==> src/rtl/mclp_pkg.sv <==
// ============================================================================
// mclp_pkg
// Shared types and codes for the motion command line parser.
// ============================================================================
package mclp_pkg;

    // Input beat selector (tuser on the slave side)
    typedef enum logic [1:0] {
        MODE_CHAR   = 2'd0,
        MODE_DONE   = 2'd1,
        MODE_START  = 2'd2,
        MODE_STOP   = 2'd3
    } t_mode;

    // Result kind (tuser on the master side)
    typedef enum logic [2:0] {
        KIND_MOVE    = 3'd0,
        KIND_FEED    = 3'd1,
        KIND_DWELL   = 3'd2,
        KIND_EXEC    = 3'd3,
        KIND_RESTART = 3'd4,
        KIND_END     = 3'd5,
        KIND_FETCH   = 3'd6,
        KIND_HALT    = 3'd7
    } t_kind;

    typedef enum logic [1:0] {
        PH_IDLE  = 2'd0,
        PH_PARSE = 2'd1,
        PH_EXEC  = 2'd2
    } t_phase;

    typedef enum logic [2:0] {
        PK_NONE  = 3'd0,
        PK_SKIP  = 3'd1,
        PK_DWELL = 3'd2,
        PK_AXIS  = 3'd3,
        PK_FEED  = 3'd4
    } t_pend;

    localparam logic [7:0] CH_SPACE = 8'h20;
    localparam logic [7:0] CH_MINUS = 8'h2D;
    localparam logic [7:0] CH_SEMI  = 8'h3B;
    localparam logic [7:0] CH_N     = 8'h4E;
    localparam logic [7:0] CH_M     = 8'h4D;
    localparam logic [7:0] CH_W     = 8'h57;
    localparam logic [7:0] CH_F     = 8'h46;
    localparam logic [7:0] CH_X     = 8'h58;
    localparam logic [7:0] CH_Y     = 8'h59;
    localparam logic [7:0] CH_Z     = 8'h5A;
    localparam logic [7:0] CH_A     = 8'h41;
    localparam logic [7:0] CH_B     = 8'h42;
    localparam logic [7:0] CH_C     = 8'h43;

    localparam int unsigned QDEPTH = 4;
    localparam int unsigned QPTR_W = $clog2(QDEPTH);
    localparam int unsigned QCNT_W = $clog2(QDEPTH + 1);

    typedef struct packed {
        t_kind       kind;
        logic [2:0]  axis;
        logic        negative;
        logic [31:0] value;
        logic [7:0]  line_number;
        logic        last;
    } t_result;

    // Up to two results produced by one input beat, in delivery order
    typedef struct packed {
        logic [1:0] cnt;
        t_result    r0;
        t_result    r1;
    } t_emit;

    function automatic logic [31:0] times_ten(input logic [31:0] v);
        times_ten = (v << 3) + (v << 1);
    endfunction

endpackage

==> src/rtl/mclp_core.sv <==
// ============================================================================
// mclp_core
// Parser state and per-beat decode: up to two results per accepted beat.
// ============================================================================
module mclp_core
    import mclp_pkg::*;
#(
    parameter int unsigned LINE_WIDTH = 32
) (
    input  logic       i_clk,
    input  logic       i_rst_n,
    input  logic       i_fire,
    input  t_mode      i_mode,
    input  logic [7:0] i_char,
    output t_emit      o_emit
);

    localparam int unsigned COL_W = $clog2(LINE_WIDTH);
    localparam logic [COL_W-1:0] COL_LAST = COL_W'(LINE_WIDTH - 1);

    t_phase           r_phase,     n_phase;
    logic [COL_W-1:0] r_col,       n_col;
    logic [31:0]      r_acc,       n_acc;
    t_pend            r_pend,      n_pend;
    logic [2:0]       r_paxis,     n_paxis;
    logic             r_sign,      n_sign;
    logic             r_neg,       n_neg;
    logic [2:0]       r_last_axis, n_last_axis;
    logic             r_has,       n_has;
    logic             r_skip,      n_skip;
    logic [7:0]       r_cur,       n_cur;

    // values after the character itself, before end-of-line handling
    logic [31:0] m_acc;
    t_pend       m_pend;
    logic [2:0]  m_paxis, m_last_axis;
    logic        m_sign, m_neg, m_has, m_skip;

    logic        consumed, restart, ax_hit;
    logic [2:0]  ax_idx;
    t_result     fin, tail;
    logic        fin_vld, tail_vld;

    function automatic logic emits(input t_pend p);
        emits = (p == PK_DWELL) || (p == PK_AXIS) || (p == PK_FEED);
    endfunction

    function automatic t_result finish(input t_pend p, input logic [2:0] pax,
                                       input logic neg, input logic [31:0] acc,
                                       input logic [2:0] lax);
        t_result r;
        r = '0;
        case (p)
            PK_DWELL: begin
                r.kind  = KIND_DWELL;
                r.value = times_ten(acc);
            end
            PK_AXIS: begin
                r.kind     = KIND_MOVE;
                r.axis     = pax;
                r.negative = neg;
                r.value    = acc;
            end
            PK_FEED: begin
                r.kind  = KIND_FEED;
                r.axis  = lax;
                r.value = acc;
            end
            default: r = '0;
        endcase
        return r;
    endfunction

    always_comb begin
        unique case (i_char)
            CH_X:    begin ax_hit = 1'b1; ax_idx = 3'd0; end
            CH_Y:    begin ax_hit = 1'b1; ax_idx = 3'd1; end
            CH_Z:    begin ax_hit = 1'b1; ax_idx = 3'd2; end
            CH_A:    begin ax_hit = 1'b1; ax_idx = 3'd3; end
            CH_B:    begin ax_hit = 1'b1; ax_idx = 3'd4; end
            CH_C:    begin ax_hit = 1'b1; ax_idx = 3'd5; end
            default: begin ax_hit = 1'b0; ax_idx = 3'd0; end
        endcase
    end

    always_comb begin
        n_phase     = r_phase;
        n_col       = r_col;
        n_acc       = r_acc;
        n_pend      = r_pend;
        n_paxis     = r_paxis;
        n_sign      = r_sign;
        n_neg       = r_neg;
        n_last_axis = r_last_axis;
        n_has       = r_has;
        n_skip      = r_skip;
        n_cur       = r_cur;

        m_acc       = r_acc;
        m_pend      = r_pend;
        m_paxis     = r_paxis;
        m_sign      = r_sign;
        m_neg       = r_neg;
        m_last_axis = r_last_axis;
        m_has       = r_has;
        m_skip      = r_skip;

        consumed = 1'b0;
        restart  = 1'b0;
        fin      = '0;
        fin_vld  = 1'b0;
        tail     = '0;
        tail_vld = 1'b0;

        unique case (i_mode)
            MODE_CHAR: begin
                if (r_phase == PH_PARSE) begin
                    if (i_char != CH_SPACE) m_has = 1'b1;
                    if (!r_skip) begin
                        consumed = r_sign && (i_char == CH_MINUS);
                        if (r_sign) begin
                            m_sign = 1'b0;
                            if (consumed) m_neg = 1'b1;
                        end
                        if (!consumed) begin
                            if (r_pend != PK_NONE) begin
                                if (i_char == CH_SPACE) begin
                                    // space closes the number
                                    fin     = finish(r_pend, r_paxis, r_neg, r_acc,
                                                     r_last_axis);
                                    fin_vld = emits(r_pend);
                                    m_pend  = PK_NONE;
                                    m_sign  = 1'b0;
                                    m_neg   = 1'b0;
                                    m_acc   = '0;
                                end else begin
                                    m_acc = times_ten(r_acc) + 32'(i_char[3:0]);
                                end
                            end else if (ax_hit) begin
                                m_pend      = PK_AXIS;
                                m_paxis     = ax_idx;
                                m_last_axis = ax_idx;
                                m_sign      = 1'b1;
                                m_neg       = 1'b0;
                                m_acc       = '0;
                            end else if (i_char == CH_N) begin
                                m_pend = PK_SKIP;
                                m_acc  = '0;
                            end else if (i_char == CH_W) begin
                                m_pend = PK_DWELL;
                                m_acc  = '0;
                            end else if (i_char == CH_F) begin
                                m_pend = PK_FEED;
                                m_acc  = '0;
                            end else if (i_char == CH_M) begin
                                restart = 1'b1;
                            end else if (i_char == CH_SEMI) begin
                                m_skip = 1'b1;
                            end
                        end
                    end

                    if (restart) begin
                        // line dropped, next beat is column 0 of line 0
                        n_cur        = '0;
                        n_col        = '0;
                        n_acc        = '0;
                        n_pend       = PK_NONE;
                        n_paxis      = '0;
                        n_sign       = 1'b0;
                        n_neg        = 1'b0;
                        n_has        = 1'b0;
                        n_skip       = 1'b0;
                        tail.kind    = KIND_RESTART;
                        tail_vld     = 1'b1;
                    end else if (r_col >= COL_LAST) begin
                        if (!fin_vld) begin
                            fin     = finish(m_pend, m_paxis, m_neg, m_acc, m_last_axis);
                            fin_vld = emits(m_pend);
                        end
                        n_last_axis = m_last_axis;
                        n_col       = '0;
                        n_acc       = '0;
                        n_pend      = PK_NONE;
                        n_paxis     = '0;
                        n_sign      = 1'b0;
                        n_neg       = 1'b0;
                        n_has       = 1'b0;
                        n_skip      = 1'b0;
                        tail_vld    = 1'b1;
                        if (m_has) begin
                            tail.kind = KIND_EXEC;
                            n_phase   = PH_EXEC;
                        end else begin
                            tail.kind = KIND_END;
                            n_phase   = PH_IDLE;
                            n_cur     = '0;
                        end
                    end else begin
                        n_col       = r_col + COL_W'(1);
                        n_acc       = m_acc;
                        n_pend      = m_pend;
                        n_paxis     = m_paxis;
                        n_sign      = m_sign;
                        n_neg       = m_neg;
                        n_last_axis = m_last_axis;
                        n_has       = m_has;
                        n_skip      = m_skip;
                    end
                end
            end
            MODE_DONE: begin
                if (r_phase == PH_EXEC) begin
                    n_cur            = r_cur + 8'd1;
                    n_col            = '0;
                    n_acc            = '0;
                    n_pend           = PK_NONE;
                    n_paxis          = '0;
                    n_sign           = 1'b0;
                    n_neg            = 1'b0;
                    n_has            = 1'b0;
                    n_skip           = 1'b0;
                    n_phase          = PH_PARSE;
                    tail.kind        = KIND_FETCH;
                    tail.line_number = r_cur + 8'd1;
                    tail_vld         = 1'b1;
                end
            end
            MODE_START: begin
                if (r_phase == PH_IDLE) begin
                    n_cur     = '0;
                    n_col     = '0;
                    n_acc     = '0;
                    n_pend    = PK_NONE;
                    n_paxis   = '0;
                    n_sign    = 1'b0;
                    n_neg     = 1'b0;
                    n_has     = 1'b0;
                    n_skip    = 1'b0;
                    n_phase   = PH_PARSE;
                    tail.kind = KIND_FETCH;
                    tail_vld  = 1'b1;
                end
            end
            MODE_STOP: begin
                n_phase     = PH_IDLE;
                n_cur       = '0;
                n_last_axis = '0;
                n_col       = '0;
                n_acc       = '0;
                n_pend      = PK_NONE;
                n_paxis     = '0;
                n_sign      = 1'b0;
                n_neg       = 1'b0;
                n_has       = 1'b0;
                n_skip      = 1'b0;
                tail.kind   = KIND_HALT;
                tail_vld    = 1'b1;
            end
            default: ;
        endcase
    end

    // pack results in delivery order, flag the final one
    always_comb begin
        o_emit = '0;
        if (fin_vld) begin
            o_emit.r0      = fin;
            o_emit.r1      = tail;
            o_emit.r0.last = !tail_vld;
            o_emit.r1.last = 1'b1;
            o_emit.cnt     = tail_vld ? 2'd2 : 2'd1;
        end else begin
            o_emit.r0      = tail;
            o_emit.r0.last = 1'b1;
            o_emit.cnt     = tail_vld ? 2'd1 : 2'd0;
        end
    end

    always_ff @(posedge i_clk) begin
        if (!i_rst_n) begin
            r_phase     <= PH_IDLE;
            r_col       <= '0;
            r_acc       <= '0;
            r_pend      <= PK_NONE;
            r_paxis     <= '0;
            r_sign      <= 1'b0;
            r_neg       <= 1'b0;
            r_last_axis <= '0;
            r_has       <= 1'b0;
            r_skip      <= 1'b0;
            r_cur       <= '0;
        end else if (i_fire) begin
            r_phase     <= n_phase;
            r_col       <= n_col;
            r_acc       <= n_acc;
            r_pend      <= n_pend;
            r_paxis     <= n_paxis;
            r_sign      <= n_sign;
            r_neg       <= n_neg;
            r_last_axis <= n_last_axis;
            r_has       <= n_has;
            r_skip      <= n_skip;
            r_cur       <= n_cur;
        end
    end

endmodule

==> src/rtl/mclp_outq.sv <==
// ============================================================================
// mclp_outq
// Small result queue: writes up to two results a cycle, reads one.
// ============================================================================
module mclp_outq
    import mclp_pkg::*;
(
    input  logic    i_clk,
    input  logic    i_rst_n,
    input  logic    i_push,
    input  t_emit   i_emit,
    output logic    o_room,
    output logic    o_valid,
    input  logic    i_ready,
    output t_result o_data
);

    t_result            r_mem [QDEPTH];
    logic [QPTR_W-1:0]  r_wr, n_wr;
    logic [QPTR_W-1:0]  r_rd, n_rd;
    logic [QCNT_W-1:0]  r_cnt, n_cnt;
    logic [1:0]         push_cnt;
    logic               pop;

    assign o_room   = r_cnt <= QCNT_W'(QDEPTH - 2);
    assign o_valid  = r_cnt != '0;
    assign o_data   = r_mem[r_rd];
    assign pop      = o_valid && i_ready;
    assign push_cnt = i_push ? i_emit.cnt : 2'd0;

    always_comb begin
        n_wr  = r_wr + QPTR_W'(push_cnt);
        n_rd  = r_rd + QPTR_W'(pop);
        n_cnt = r_cnt + QCNT_W'(push_cnt) - QCNT_W'(pop);
    end

    always_ff @(posedge i_clk) begin
        if (push_cnt != 2'd0) r_mem[r_wr] <= i_emit.r0;
        if (push_cnt == 2'd2) r_mem[r_wr + QPTR_W'(1)] <= i_emit.r1;
    end

    always_ff @(posedge i_clk) begin
        if (!i_rst_n) begin
            r_wr  <= '0;
            r_rd  <= '0;
            r_cnt <= '0;
        end else begin
            r_wr  <= n_wr;
            r_rd  <= n_rd;
            r_cnt <= n_cnt;
        end
    end

endmodule

==> src/rtl/motion_command_line_parser.sv <==
// ============================================================================
// motion_command_line_parser
// Character-serial program line parser for a six-axis stepper controller.
// ============================================================================
//
// channel   dir  tdata                      tuser      tlast
// s_axis    in   char_code[7:0]             mode[1:0]  -
// m_axis    out  axis,negative,value,line   kind[2:0]  final result of beat
//
// Cycles: one input beat per cycle sustained while the result queue has
// room. A beat is decoded combinationally straight out of the input
// register and its 0..2 results land in a 4-entry result queue; the first
// result is offered from the queue, the second once the first is taken.
// A beat leaves the input register only while the queue has room for two
// results, so the queue drain rate sets throughput under back-pressure.
// Reset (synchronous, active low) returns the parser to idle, line 0, and
// empties both the input register and the result queue.
// ============================================================================
module motion_command_line_parser
    import mclp_pkg::*;
#(
    parameter int unsigned LINE_WIDTH = 32
) (
    input  logic        i_clk,
    input  logic        i_rst_n,

    input  logic        s_axis_tvalid,
    output logic        s_axis_tready,
    input  logic [7:0]  s_axis_tdata,   // [7:0] char_code
    input  logic [1:0]  s_axis_tuser,   // [1:0] mode

    output logic        m_axis_tvalid,
    input  logic        m_axis_tready,
    output logic [47:0] m_axis_tdata,   // [2:0] axis, [3] negative, [35:4] value,
                                        // [43:36] line_number, [47:44] zero
    output logic [2:0]  m_axis_tuser,   // [2:0] kind
    output logic        m_axis_tlast
);

    // input register
    logic       r_in_vld;
    t_mode      r_in_mode;
    logic [7:0] r_in_char;

    logic       s_fire;
    logic       proc_fire;
    logic       q_room;
    t_emit      emit;
    t_result    q_data;

    assign proc_fire     = r_in_vld && q_room;
    assign s_axis_tready = !r_in_vld || proc_fire;
    assign s_fire        = s_axis_tvalid && s_axis_tready;

    always_ff @(posedge i_clk) begin
        if (!i_rst_n) begin
            r_in_vld <= 1'b0;
        end else if (s_axis_tready) begin
            r_in_vld <= s_axis_tvalid;
        end
    end

    // payload only, no reset needed
    always_ff @(posedge i_clk) begin
        if (s_fire) begin
            r_in_mode <= t_mode'(s_axis_tuser);
            r_in_char <= s_axis_tdata;
        end
    end

    mclp_core #(
        .LINE_WIDTH (LINE_WIDTH)
    ) u_core (
        .i_clk   (i_clk),
        .i_rst_n (i_rst_n),
        .i_fire  (proc_fire),
        .i_mode  (r_in_mode),
        .i_char  (r_in_char),
        .o_emit  (emit)
    );

    mclp_outq u_outq (
        .i_clk   (i_clk),
        .i_rst_n (i_rst_n),
        .i_push  (proc_fire),
        .i_emit  (emit),
        .o_room  (q_room),
        .o_valid (m_axis_tvalid),
        .i_ready (m_axis_tready),
        .o_data  (q_data)
    );

    assign m_axis_tdata = {4'b0000, q_data.line_number, q_data.value,
                           q_data.negative, q_data.axis};
    assign m_axis_tuser = q_data.kind;
    assign m_axis_tlast = q_data.last;

endmodule

==> config.mk <==
export PLATFORM = sky130hd
export DESIGN_NAME = motion_command_line_parser
export DESIGN_NICKNAME = d
export VERILOG_FILES = /design/src/rtl/mclp_pkg.sv /design/src/rtl/mclp_core.sv /design/src/rtl/mclp_outq.sv /design/src/rtl/motion_command_line_parser.sv
export SDC_FILE = /design/constraint.sdc
export NUM_CORES = 1
export LEC_CHECK = 0
export BUFFER_PORTS_ARGS = -buffer_cell sky130_fd_sc_hd__clkbuf_2
export CAP_MARGIN = 20
export CORE_AREA = 8 8 227 229
export DETAILED_ROUTE_END_ITERATION = 8
export DIE_AREA = 0 0 235 237
export SLEW_MARGIN = 20
export SYNTH_ARGS = -nofsm -noshare
export SYNTH_HDL_FRONTEND = slang
export SYNTH_SLANG_ARGS = --single-unit
==> constraint.sdc <==
create_clock -name i_clk -period 13.1 [get_ports i_clk]
set_input_delay 0.655 -clock i_clk [delete_from_list [all_inputs] [get_ports i_clk]]
set_output_delay 0.655 -clock i_clk [all_outputs]
set_load 0.03 [all_outputs]
==> results of run 1 <==
report_power, final:
group	internal (mW)	switching, mW
sequential	0.862	0.0300
combinational	0.0926	0.145
clock	0.462	0.350
kinds of logic (layout without fill, tap and decap cells):
logic type                 after synthesis  count (layout)  share of synthesized area, %
buffers and inverters                  160             185                          3.86
and+or+nand+nor                        606             606                          18.1
other                                    1               5                        0.0227
xor gates and xnor gates                75              75                          4.06
adders and majority gates               78              78                          6.09
DFF                                    270             270                          36.2
muxes                                   57              57                          7.10
AOI/OAI and AO/OA                      575             575                          24.5
worst reg2reg max path: cells and delay by family (launching register included):
kind                     cells  cell delay, ns
AND/OR/NAND/NOR              4            1.56
AO/OA/AOI/OAI               12            3.29
flip-flops                   1            0.51
XOR/XNOR                     2            0.37
adder cells (fa/ha/maj)      2            0.71
cells in the final DEF, fill, tap and decap left out, types with 14 or more instances in the layout:
cell type / Yosys / layout
a21o_1: 25 / 25
a21oi_1: 94 / 94
a222oi_1: 16 / 16
a22o_1: 122 / 122
a22oi_1: 48 / 48
and2_1: 31 / 31
and3_1: 16 / 16
buf_4: 4 / 23
clkbuf_16: 0 / 29
clkbuf_2: 0 / 63
dfxtp_1: 212 / 210
edfxtp_1: 58 / 58
ha_1: 74 / 74
inv_1: 47 / 47
mux4_2: 48 / 48
nand2_1: 195 / 195
nand2b_1: 15 / 15
nand3_1: 43 / 43
nor2_1: 133 / 127
nor2b_1: 54 / 54
nor3_1: 34 / 32
o21ai_0: 115 / 115
o22ai_1: 18 / 18
or3_1: 14 / 14
xnor2_1: 42 / 42
xor2_1: 32 / 32
metal layers:
layer / share of wire [%] / vias up
li1: - / 6857
met1: 45 / 7280
met2: 46 / 505
met3: 6.0 / 84
met4: 2.2 / 0
met5: 0 / -
cells in the mapped netlist, drive strengths merged (14+ instances only):
library cell  number
clkbuf            86
mux4              48
a21oi             96
xnor2             42
dfxtp            212
or3               14
nand2            195
a22o             122
edfxtp            58
nor2b             54
and3              16
inv               47
ha                74
o22ai             18
nor2             134
xor2              32
nor3              36
a22oi             48
a222oi            16
a21o              25
buf               27
nand3             44
a211oi            14
and2              31
nand2b            15
o21ai            125
stage by stage:
stage	total power, mW	setup slack [ns]	util [%]	cells
floorplan	1.08	7.52	-	1825
global placement	1.15	6.73	36.1	2420
detailed placement	1.15	6.64	36.1	2420
CTS	1.96	6.59	38.0	2472
global route	2.01	6.07	38.0	2472
finish	1.94	6.51	38.0	2473
final cells by class:
cell class / instances / share of cell area [%]
clock inverters: 12 / 0.588
multi-input cells: 1395 / 54.3
diodes: 1 / 0.0137
flip-flops and latches: 270 / 32.7
repair buffers: 86 / 2.67
well taps: 622 / 4.25
inverters: 47 / 0.964
clock buffers: 40 / 4.52
path summary, 6_finish.rpt:
| path | start | end | slack (ns) | cells past startpoint |
|---|---|---|---|---|
| setup / recovery | u_core.r_acc[1]$_SDFFE_PN0P_ | u_outq.r_mem[2][38]$_SDFFE_PP0P_ | 6.51 | 20 |
| hold / removal | s_axis_tuser[0] | r_in_mode[0]$_DFFE_PP_ | 0.25 | 1 |
| setup reg to reg | u_core.r_acc[1]$_SDFFE_PN0P_ | u_outq.r_mem[2][38]$_SDFFE_PP0P_ | 6.51 | 20 |
| hold reg to reg | u_outq.r_mem[1][19]$_SDFFE_PP0P_ | u_outq.r_mem[1][19]$_SDFFE_PP0P_ | 0.46 | 2 |
state kept, by name, summed over array words and instances, names as in the netlist:
name and count:
u_core.r_last_axis 3, u_core.r_paxis 3, u_outq.r_rd 2, r_in_vld 1, r_in_char 8, r_in_mode 2, u_core.r_sign 1, u_outq.r_mem 192
u_core.r_has 1, u_core.r_neg 1, u_core.r_pend 3, u_outq.r_cnt 3, u_core.r_acc 32, u_core.r_col 5, u_outq.r_wr 2, u_core.r_cur 8
u_core.r_skip 1, u_core.r_phase 2
==> results.md, run 1 <==
* Number of buffers on the longest clock path at 3
* Cell with the most instances on the worst path: a21oi_1
* Cell area reported after detailed placement at 17400 um2
* Clock latency of the later-clocked register in the worst-skew pair at 0.59 ns
* Max-slew headroom at 26.6%
* Number of port buffers at 63
* Met2 GRT Util at 29.8%
* IO Pins at 68
* First drt pass iteration count at 7
* Worst vdd ir at 0.101 mV
* Std cell rows at 81
* Post-synth design cell area at 16500 um2
* Global routing met1 resource utilization at 24.6%
* Power density cells at 106 nW/um2
* # clock sinks at 270
* Core area at 48100 um2
* RSZ-0062 raised after global routing: false
* Number of clock buffers inserted by TritonCTS at 29
* Fraction of met3 tracks used by global routing at 2.62%
* Fraction of layout cells with a size suffix above 1 at 11.8%
* Lkg Pwr at 6.78 nW
* Synthesis-to-layout area growth at 10.8%
* Synthesis-stage register bit count at 270
* Global routing usage summed across all routing layers at 18.0%
* Fillers at 4841
* Count of H-tree levels built during CTS at 1
* DRT Wirelength at 52400 um
* Ordered cell list for the critical path: ha_1, a21oi_1, o211ai_1, a211o_1, a22o_1, or4_1, nor4b_1, nand4_1, xnor2_1, o21ai_0, ha_1, a21oi_1, nor2b_1, o21a_1, a31oi_1, a21oi_1, xor2_1, a222oi_1, a21boi_0, o21ai_0
* CTS tree: done
* Initial core utilization at 34.3%
* Peak clock frequency supported by timing at 152 MHz
* Die outline height at 237 um
* Slowest Stage Delay on Critical Path at 0.59 ns
* Post-route standard cell area excluding fillers at 18300 um2
* Crit path max-delay cell type: nor4b_1
* Main area contributors after synthesis: dfxtp_1, edfxtp_1, mux4_2, a22o_1, ha_1
* Number of unique standard cell types used by synthesis at 87
* Synthesized area per cell at 9.06 um2
* Crit share post-route at 50.3%
* Total vias in the final route at 14.7k
* Register area at 5990 um2
* Post-CTS setup buffer count at 0
* Initial antenna violation count at 1
* Number of global-route vias before repair at 14.0k
* Number of enable-type register cells in the synthesized netlist at 58
* Hold violation total from the final report at 0
* Smallest hold slack at 0.251 ns
* Top fanout value on the critical path at 8
* DRC marker count from the first detailed-route iteration at 1360
* Max Transition Viols Final at 0
* Wire length of the first global-routing pass at 82200 um
* Critical path capture point type: register
* Area share of the leading cell type in the synthesized netlist at 25.7%
* Final weighted congestion in routability-driven placement at 0.915
* Master cell of the clock root buffer: clkbuf_16
* CTS clock-pin slew for the worst setup and hold paths at 0.06 ns
* DRC at 0
* Type of element launching the critical path: register
* Count of nets after finishing at 1921
* Synth async-reset ratio at 0%
* Total negative setup slack at 0 ns
* Count of hold buffers inserted by post-cts repair at 0
* Average via count per standard cell at 5.95
* Multi-input gate area at 9930 um2
* Final Skew at 0.0227 ns
* Run status: finished, final reports clean
* Number of gates resized after cts at 0
* Overflow left after global routing at 0
* CP Buf/Inv Count at 0
* Instance count of the mapped netlist at 1822
* Horizontal die dimension at 235 um
* Number of violations of the max-capacitance limit at 0
* Pin count of the biggest net entering global routing at 69
* Routed Antenna Nets at 0
* Die area at 55700 um2
* Worst path required time at 13.53 ns
* Cell family contributing the most delay on the critical path: compound AO/OA/AOI/OAI gates
* Data arrival, critical path at 7.02 ns
* Shortest period the worst path allows at 6.59 ns
* Setup violation total in the final timing report at 0
* Kind of critical path: reg2reg
* Commonest register cell after synthesis: dfxtp_1
* Number of synthesis warnings at 0
* Sequential cell area fraction in the yosys report at 36.2%
* Worst Hold Class: in2reg
* Grt peak-use layer: met2
* Cell taking the most area after synthesis: dfxtp_1
* Average detailed-routed wire length per instance at 21.2 um
* Post-DP HPWL at 37800 um
* Worst slew pin tran at 1.10 ns
Note: power is estimated with default switching activity, not from simulation.
==> run 2, diff against run 1 <==
--- a/config.mk
+++ b/config.mk
@@ -5,11 +5,12 @@
 export SDC_FILE = /design/constraint.sdc
 export NUM_CORES = 1
 export LEC_CHECK = 0
+export ABC_AREA = 1
 export BUFFER_PORTS_ARGS = -buffer_cell sky130_fd_sc_hd__clkbuf_2
 export CAP_MARGIN = 20
-export CORE_AREA = 8 8 227 229
+export CORE_AREA = 8 8 233 235
 export DETAILED_ROUTE_END_ITERATION = 8
-export DIE_AREA = 0 0 235 237
+export DIE_AREA = 0 0 241 243
 export SLEW_MARGIN = 20
 export SYNTH_ARGS = -nofsm -noshare
 export SYNTH_HDL_FRONTEND = slang
==> constraint.sdc (replaced) <==
create_clock -name i_clk -period 6.02 [get_ports i_clk]
set_input_delay 0.301 -clock i_clk [delete_from_list [all_inputs] [get_ports i_clk]]
set_output_delay 0.301 -clock i_clk [all_outputs]
set_load 0.03 [all_outputs]
==> run 2 against run 1 <==
Against the previous run: cell count grew 40%; critical path depth grew 10; synthesized area grew 5.8%; fmax grew 21%; synthesized cell count grew 49%; total power grew to 2.7 times the previous value; clock-buffer cell count grew 1; clock skew shrank 0.0077 ns; via count grew 23%; highest routed layer unchanged; largest cell class unchanged; register-to-register slack lost 5.9 ns; global-route usage grew 0.97 points; design area grew 7.6%.
==> results.md, run 2 <==
* Master cell of the clock root buffer: clkbuf_16
* Startpoint of the worst setup timing path: r_in_char[7]$_DFFE_PP_
* Cell with the most instances on the worst path: nand2_1
* Top fanout value on the critical path at 18
* Sequential cell area fraction in the yosys report at 34.2%
* Die area at 58600 um2
* Max reg flops at 192
* CTS clock-pin slew for the worst setup and hold paths at 0.07 ns
* Number of global-route vias before repair at 16.9k
* Clock latency of the later-clocked register in the worst-skew pair at 0.59 ns
* Max-slew headroom at 26.0%
* Post-CTS setup buffer count at 0
* Setup violation total in the final timing report at 0
* Number of unique standard cell types used by synthesis at 57
* Relative contribution of the clock network to total power at 37.2%
* Commonest register cell after synthesis: dfxtp_1
* Multi-input gate area at 9890 um2
* CP Buf/Inv Count at 4
* Largest registers: u_outq.r_mem (192), u_core.r_acc (32)
* Number of cells traversed by the worst hold path at 3
* Peak clock frequency supported by timing at 184 MHz
* Synth async-reset ratio at 0%
* Fraction of layout cells with a size suffix above 1 at 6.83%
* # clock sinks at 270
* Global routing usage summed across all routing layers at 19.0%
* Horizontal die dimension at 241 um
* Number of cells on the worst reg-to-reg path at 30
* Number of buffers on the longest clock path at 3
* DRT Wirelength at 58100 um
* Hold violation total from the final report at 0
* Number of violations of the max-capacitance limit at 0
* Lkg Pwr at 8.60 nW
* Total negative setup slack at 0 ns
* Kind of critical path: reg2reg
* Slowest Stage Delay on Critical Path at 0.43 ns
* Final weighted congestion in routability-driven placement at 0.907
* CTS tree: done
* Data arrival, critical path at 5.95 ns
* Register bank with the most flops: u_outq.r_mem
* Worst vdd ir at 0.315 mV
* Cell with the most instances after synthesis: nand2_1
* IO Pins at 68
* Max Transition Viols Final at 0
* Count of H-tree levels built during CTS at 1
* Register area at 5990 um2
* Crit path max-delay cell type: edfxtp_1
* Final Skew at 0.0150 ns
* Post-DP HPWL at 41500 um
* Worst path required time at 6.54 ns
* Count of nets after finishing at 2852
* Net switching power at 1.82 mW
* DRC marker count from the first detailed-route iteration at 1746
* Shortest period the worst path allows at 5.43 ns
* DRC at 0
* Cell family contributing the most delay on the critical path: simple AND/OR/NAND/NOR gates
* Number of synthesis warnings at 0
* Die outline height at 243 um
* Seq pwr share at 36.9%
* Post-synth design cell area at 17500 um2
* Total vias in the final route at 18.1k
* Wire length of the first global-routing pass at 91000 um
* Combinational Power Share at 25.9%
* First drt pass iteration count at 6
* Type of element launching the critical path: register
* Number of enable-type register cells in the synthesized netlist at 58
* Number of clock buffers inserted by TritonCTS at 30
* Commonest cells after routing, fill and taps aside: nand2_1, inv_1, nor2_1
* Synthesis-stage register bit count at 270
* Initial core utilization at 34.5%
* Core area at 50700 um2
* Diodes inserted at 0
* Switching part of the total at 35.1%
* Top cells by instance count after synthesis: nand2_1, inv_1, nor2_1
* Worst slew pin tran at 1.10 ns
* Leading cell type in the layout, fill and taps excluded: nand2_1
* Layout Utilization at 38.9%
* Instance count of the mapped netlist at 2717
* Cell taking the most area after synthesis: dfxtp_1
* Routed Antenna Nets at 0
* Initial antenna violation count at 0
* Pin count of the biggest net entering global routing at 98
* Power Internal at 3.36 mW
* Worst Hold Class: in2reg
* Run status: finished, final reports clean
* FF-to-FF Start: r_in_char[7]$_DFFE_PP_
* HP Start: i_rst_n
* Number of port buffers at 63
* Power density cells at 263 nW/um2
* Synthesis-to-layout area growth at 12.7%
* Fillers at 5437
* Crit share post-route at 90.2%
* Area share of the leading cell type in the synthesized netlist at 24.3%
* Average via count per standard cell at 5.22
* Std cell rows at 83
* Synthesized area per cell at 6.43 um2
* Critical path capture point type: register
* Main area contributors after synthesis: dfxtp_1, nand2_1, edfxtp_1, o21ai_0, inv_1
* RSZ-0062 raised after global routing: false
* Average detailed-routed wire length per instance at 16.8 um
* Cell count along the critical path at 30
* Overflow left after global routing at 0
-- run 2: changes by cell type after synthesis, moves of 22 or more --
cell	previous run	this run
nand2_1	195	824
inv_1	47	298
nor2_1	133	270
nand3_1	43	167
o21ai_0	115	239
a22o_1	122	1
a21oi_1	94	179
o22ai_1	18	80
nor2b_1	54	0
mux4_2	48	0
a22oi_1	48	8
xnor2_1	42	8
and2_1	31	2
xor2_1	32	10
-- run 2: worst register-to-register path, delay by kind of cell, from the launching register on --
family | cells | cell delay (ns)
DFF | 1 | 0.43
AOI/OAI and AO/OA | 10 | 1.81
and+or+nand+nor | 15 | 1.95
adders and majority gates | 1 | 0.39
buffers and inverters | 4 | 0.79
-- run 2: area by class of cell --
type	instances	area share [%]
flip-flops and latches	270	30.4
multi-input cells	2031	50.2
repair buffers	116	3.76
clock inverters	13	0.838
clock buffers	41	4.55
inverters	311	5.93
well taps	680	4.32
-- run 2: final timing paths --
path / to / slack, ns
max: u_outq.r_mem[1][31]$_SDFFE_PP0P_ / 0.59
min: u_outq.r_wr[0]$_SDFF_PN0_ / 0.12
max reg2reg: u_outq.r_mem[1][31]$_SDFFE_PP0P_ / 0.59
min reg2reg: u_core.r_has$_SDFFE_PN0P_ / 0.45
-- run 2: layer usage --
metal	share of wire [%]	vias up	global-route usage [%]
met5	0	-	0
met4	2.3	0	5.60
met3	6.2	77	2.47
met2	46	520	31.3
met1	45	8444	25.6
li1	-	9025	-
-- run 2: repair_timing --
action / CTS / global route
hold buffers: 11 / 0
resized for setup: 0 / 6
hold endpoints to repair: 11 / 0
setup endpoints to repair: 0 / 13
-- run 2: power by group through the flow --
stage / Combinational (mW) / Sequential [mW] / Clock [mW]
4_1_cts: 1.36 / 1.91 / 1.97
6_report: 1.34 / 1.91 / 1.93
3_3_place_gp: 1.34 / 1.95 / 0
3_5_place_dp: 1.35 / 1.95 / 0
2_1_floorplan: 0.934 / 1.95 / 0
5_1_grt: 1.46 / 1.92 / 2.05
-- run 2: logic make-up (layout without fill, tap and decap cells) --
family / count (synthesis) / count (layout) / share of synthesized area [%]
other cells: 1 / 4 / 0.0215
simple gates: 1345 / 1345 / 31.2
compound gates: 586 / 586 / 18.4
fa+ha+maj: 78 / 78 / 5.76
flops: 270 / 270 / 34.2
buf+inv: 419 / 481 / 9.44
xor+xnor: 18 / 18 / 0.902
-- run 2: stage by stage --
stage               area (um2)  worst slack, ns  hold slack [ns]  total power, mW  std cells
global route             19700           0.0312            0.137             5.43       3462
global placement         18500            0.598            0.432             3.29       3397
CTS                      19700            0.475           0.0816             5.24       3462
floorplan                17500             1.23            0.400             2.88       2720
finish                   19700            0.592            0.118             5.18       3462
detailed placement       18500            0.532            0.435             3.30       3397
